File: src/hsi_pkg.sv
// Shared constants and controller/datapath interface types for the Hermite spline interpolator.
package hsi_pkg;

  localparam int PT_W            = 32;     // control point coordinate, Q16.16
  localparam int TAG_W           = 16;
  localparam int STEPS_W         = 6;
  localparam int TSTEP_W         = 16;
  localparam int TDATA_W         = 3 * PT_W + TAG_W;
  localparam int CFG_IDX_W       = 1;
  localparam int CFG_DATA_W      = 16;

  localparam int MAX_STEPS_DEF   = 32;
  localparam int COORD_WIDTH_DEF = 32;

  localparam logic [STEPS_W-1:0] STEPS_RESET     = 6'd9;
  localparam logic [TSTEP_W-1:0] TIME_STEP_RESET = 16'd7282;

  // 0.8 in Q0.16
  localparam int TANGENT_GAIN = 52429;
  // 1.0 in Q0.16, upper bound of the curve parameter
  localparam int T_ONE        = 65536;

  localparam logic [CFG_IDX_W-1:0] REG_STEPS     = 1'd0;
  localparam logic [CFG_IDX_W-1:0] REG_TIME_STEP = 1'd1;

  typedef struct packed {
    logic load;      // take the input beat into the work registers
    logic tan_mul;   // multiply the tangent difference by the gain
    logic tan_sat;   // round and saturate the end tangent
    logic issue;     // push one curve point into the pipeline
    logic seg;       // 0: earlier-recent segment, 1: recent-new segment
    logic tag_end;   // point lies in the second half of the segment
    logic seg_end;   // last point of the segment
    logic last;      // last point caused by this beat
  } hsi_cmd_t;

  typedef struct packed {
    logic       adv;         // pipeline moves this cycle
    logic       front_busy;  // points still need the work registers
    logic [1:0] seen;        // points held when the beat was taken
    logic       fin;         // beat was the final point of a path
  } hsi_sts_t;

endpackage

File: src/hsi_ctrl.sv
// Sequencer: tangent phases and per-segment point issue for the Hermite spline interpolator.
module hsi_ctrl #(
  parameter int MAX_STEPS = hsi_pkg::MAX_STEPS_DEF
) (
  input  logic                        clk,
  input  logic                        rst,
  input  logic                        in_valid,
  output logic                        in_ready,
  input  logic [hsi_pkg::STEPS_W-1:0] steps,
  output hsi_pkg::hsi_cmd_t           cmd,
  input  hsi_pkg::hsi_sts_t           sts
);
  import hsi_pkg::*;

  localparam int KW = $clog2(MAX_STEPS + 1);

  typedef enum logic [3:0] {
    ST_IDLE    = 4'b0001,
    ST_TAN_MUL = 4'b0010,
    ST_TAN_SAT = 4'b0100,
    ST_SEG     = 4'b1000
  } state_t;

  state_t        state, state_next;
  logic [KW-1:0] k, k_next;
  logic          seg, seg_next;
  logic [KW-1:0] n;
  logic          k_last;
  logic          two_segs;
  logic          has_pair;

  always_comb begin
    if (steps == '0) begin
      n = KW'(1);
    end else if (int'(steps) > MAX_STEPS) begin
      n = KW'(MAX_STEPS);
    end else begin
      n = KW'(steps);
    end
  end

  assign k_last   = (k == n - KW'(1));
  assign has_pair = (sts.seen == 2'd2);
  assign two_segs = sts.fin && (sts.seen != 2'd0);

  assign in_ready     = (state == ST_IDLE) && !sts.front_busy;
  assign cmd.load     = in_valid && in_ready;
  assign cmd.tan_mul  = (state == ST_TAN_MUL);
  assign cmd.tan_sat  = (state == ST_TAN_SAT);
  assign cmd.issue    = (state == ST_SEG);
  assign cmd.seg      = seg;
  assign cmd.tag_end  = (k > (n >> 1));
  assign cmd.seg_end  = k_last;
  assign cmd.last     = k_last && (seg || !two_segs);

  always_comb begin
    state_next = state;
    k_next     = k;
    seg_next   = seg;
    unique case (state)
      ST_IDLE: begin
        if (cmd.load) state_next = ST_TAN_MUL;
      end
      ST_TAN_MUL: begin
        state_next = ST_TAN_SAT;
      end
      ST_TAN_SAT: begin
        k_next   = '0;
        seg_next = !has_pair;
        // a second point that is not final only gets stored
        state_next = (has_pair || two_segs) ? ST_SEG : ST_IDLE;
      end
      ST_SEG: begin
        if (sts.adv) begin
          if (k_last) begin
            if (!seg && two_segs) begin
              seg_next = 1'b1;
              k_next   = '0;
            end else begin
              state_next = ST_IDLE;
            end
          end else begin
            k_next = k + KW'(1);
          end
        end
      end
      default: state_next = ST_IDLE;
    endcase
  end

  always_ff @(posedge clk) begin
    if (rst) begin
      state <= ST_IDLE;
      k     <= '0;
      seg   <= 1'b0;
    end else begin
      state <= state_next;
      k     <= k_next;
      seg   <= seg_next;
    end
  end

endmodule

File: config.mk
export PLATFORM = sky130hd
export DESIGN_NAME = hsi_ctrl
export DESIGN_NICKNAME = d
export VERILOG_FILES = /design/src/hsi_pkg.sv /design/src/hsi_ctrl.sv
export SDC_FILE = /design/constraint.sdc
export NUM_CORES = 1
export LEC_CHECK = 0
export BUFFER_PORTS_ARGS = -buffer_cell sky130_fd_sc_hd__buf_2
export CORE_UTILIZATION = 52
export CTS_CLUSTER_SIZE = 16
export DETAILED_ROUTE_END_ITERATION = 12
export PLACE_DENSITY_LB_ADDON = 0.1
export SLEW_MARGIN = 10
export SYNTH_ARGS = -nofsm -noshare
export SYNTH_HDL_FRONTEND = slang
export SYNTH_SLANG_ARGS = --single-unit
File: constraint.sdc
create_clock -name clk -period 3.5 [get_ports clk]
set_input_delay 0.525 -clock clk [delete_from_list [all_inputs] [get_ports clk]]
set_output_delay 0.525 -clock clk [all_outputs]
set_load 0.05 [all_outputs]
==> results.toml <==
[outcome]
outcome = "finished clean"

[synth]
ys.flop_type = "dfxtp_1"
synthAdderAreaFrac_pct = 8.963
synthDistinctLibCells = 43
netlist_top_cells_count = "nor2_1 (18), dfxtp_1 (11), nand2_1 (10), a21oi_1 (9), inv_1 (9)"
ys_async_sr_fraction_pct = 0
synthSimpleGateAreaFrac_pct = 30.47
yosys.area.top_type = "dfxtp_1"
synth_compound_area_share_pct = 21.13
avgSynthCellArea_sq_um = 7.575
yosysSeqAreaShare_pct = 22.54
synth_top_area_share_pct = 22.54
yosys-mux-area-fraction_pct = 0
synth_xor_xnor_area_share_pct = 8.067
synth_top_family_by_area = "simple AND/OR/NAND/NOR gates"
synth_area_sq_um = 977.2
syn-num-nets = 150
syn_inst = 129
yosysMostFrequentCell = "nor2_1"
synth-seq-cells = 11
ys_top_cells_by_area = "dfxtp_1 (23%), ha_1 (9.0%), xnor2_1 (7.2%), nor2_1 (6.9%), a21oi_1 (4.6%)"
synth-edff-count = 0
yosysWarnings = 0

[placement]
dpl.hpwl_mm = 1.639
dp.cells = 170
place_congestion = 0.7932
placed_cell_area_sq_mm = 0.001074
port_buffers = 22

[worst_setup_path]
crit_arrival_ns = 2.53
criticalPathCategory = "in2out"
startpoint_type = "primary input"
slowest_delay_ns = 0.34
path_cells = "buf_2, nor4_1, o21ai_0, ha_1, xnor2_1, nor3_1, a211oi_1, nor4_2, and2_1, buf_2"
crit_slowest_cell = "nor4_2"
path_buf_inv = 2
cpMostUsedCell = "buf_2"
cp-end-kind = "primary output"
crit_fanout = 8
cp.required_ns = 2.97
crit_family = "simple AND/OR/NAND/NOR gates"

[timing]
relSlewSlack_pct = 70.30
rsz0062_at_grt = "false"
hold_viol_final = 0
finClkSkew_ns = 0.0006750
setup_tns_ns = 0
timing.final.crit_share_pct = 87.21
max_clock_freq_mhz = 327.6
finalCriticalPeriod_ns = 3.052
tightest_slew_ns = 0.4439
setup_violations = 0
slew_viol_final = 0

[routing]
ant_nets = 0
drt-total-wl_mm = 2.048
via_per_inst = 5.379
drt_iter0_markers = 16
post_drt_wl_per_cell_microns = 11.77
drtPass1Iterations = 4
drcViolationCount = 0
vias = 936

[pwr]
peakVddDrop_uv = 350.1
power_density_mw_per_mm2 = 405.0
leakagePower_nw = 0.5147

[global_routing]
track_usage_pct = 23.05
grt_first_pass_wirelength_mm = 3.422
grt_pass1_vias = 806
grt.overflow.total = 0
grt_max_degree = 11
antenna_found_initial = 0

[cts]
clk-insertion-delay-late_ns = 0.27
cts_tree = "built"
post_cts_buffers = 0
cts.sinks = 11
cts_hold_buf = 0
cts.path.max_buffers = 2
cts_max_level = 1
ctsResizeCount = 0
cts_buffers = 3
cts-root-buf = "clkbuf_4"
path_clk_slew_ns = 0.07

[final_layout]
area_growth_pct = 12.55
fin_area_sq_mm = 0.001100
antenna_cells_inserted = 0
drive_above_1_share_pct = 23.49
seqCellArea_sq_um = 220.2
fin_util_pct = 63.01
final_cells = 174
multi_input_area_sq_um = 670.6
final.fill_count = 177
nets = 171

[run]
maxCapViolCount = 0

[floorplanning]
die_y_microns = 45.35
io_pins = 23
rows = 15
dieArea_sq_mm = 0.002057
start_util_pct = 55.99
die_x_microns = 45.35
core_area_sq_mm = 0.001745

[min_path]
worstHoldPathType = "in2reg"
[flip-flops by register name (all words and copies together) (netlist names)]
signal,cells
k,6
seg,1
state,4
[cell usage in the layout, fill, tap and decap left out, types with 2 or more instances in the layout]
| cell | n |
|---|---|
| a21oi_1 | 9 |
| xnor2_1 | 8 |
| inv_1 | 9 |
| o21ai_0 | 3 |
| nand2b_1 | 2 |
| nand2_1 | 10 |
| dfxtp_1 | 11 |
| nor2_1 | 18 |
| and2_1 | 2 |
| nor3_1 | 5 |
| clkbuf_4 | 3 |
| nand3b_1 | 5 |
| ha_1 | 7 |
| nor4_1 | 2 |
| o211ai_1 | 2 |
| nor2b_1 | 3 |
| nand4_1 | 2 |
| a211oi_1 | 2 |
| buf_2 | 22 |
[per-stage QoR]
step / worst slack (ns) / power (mW) / hold WS [ns]
final: 0.4476 / 0.4454 / 0.5024
after global routing: 0.1341 / 0.4760 / 0.5051
after CTS: 0.4319 / 0.4489 / 0.4994
after detailed placement: 0.4439 / 0.3599 / 0.5313
after global placement: 0.4906 / 0.3552 / 0.5279
after floorplan: 0.4127 / 0.3173 / 0.4898
[power breakdown]
part	leakage [nW]	total [mW]	internal (mW)	switching [mW]
Combinational	0.410	0.203	0.0668	0.137
Clock	0.0150	0.0880	0.0442	0.0438
Sequential	0.0893	0.154	0.142	0.0116
[area by class of cell]
cell class | instances | share of cell area [%]
Clock buffer | 4 | 2.389
Sequential cell | 11 | 20.02
Timing Repair Buffer | 23 | 10.69
Multi-Input combinational cell | 102 | 60.98
Inverter | 9 | 3.072
Tap cell | 25 | 2.844
[metal layers]
layer | GRT usage (%) | vias to the layer above | wire (microns)
li1 | - | 493 | -
met2 | 37.10 | 13 | 910
met4 | 9.091 | 0 | 38
met5 | 0 | - | 0
met3 | 3.600 | 5 | 47
met1 | 30.66 | 425 | 1052
[kinds of logic after synthesis]
kind of cell,Yosys count
and+or+nand+nor,57
AOI/OAI and AO/OA,29
buffers and inverters,16
DFF,11
xor gates and xnor gates,9
adders and majority gates,7
[final timing paths]
path / from / slack (ns) / depth (start not counted) / end
worst max-delay path: steps[2] / 0.45 / 10 / cmd[0]
worst min-delay path: sts[4] / 0.50 / 2 / k[0]$_SDFFE_PP0P_
worst max register to register: k[2]$_SDFFE_PP0P_ / 1.50 / 8 / seg$_SDFFE_PP0P_
worst min register to register: state[1]$_SDFFE_PP0P_ / 0.54 / 2 / state[2]$_SDFFE_PP0P_
(Power assumes the default switching activity.)
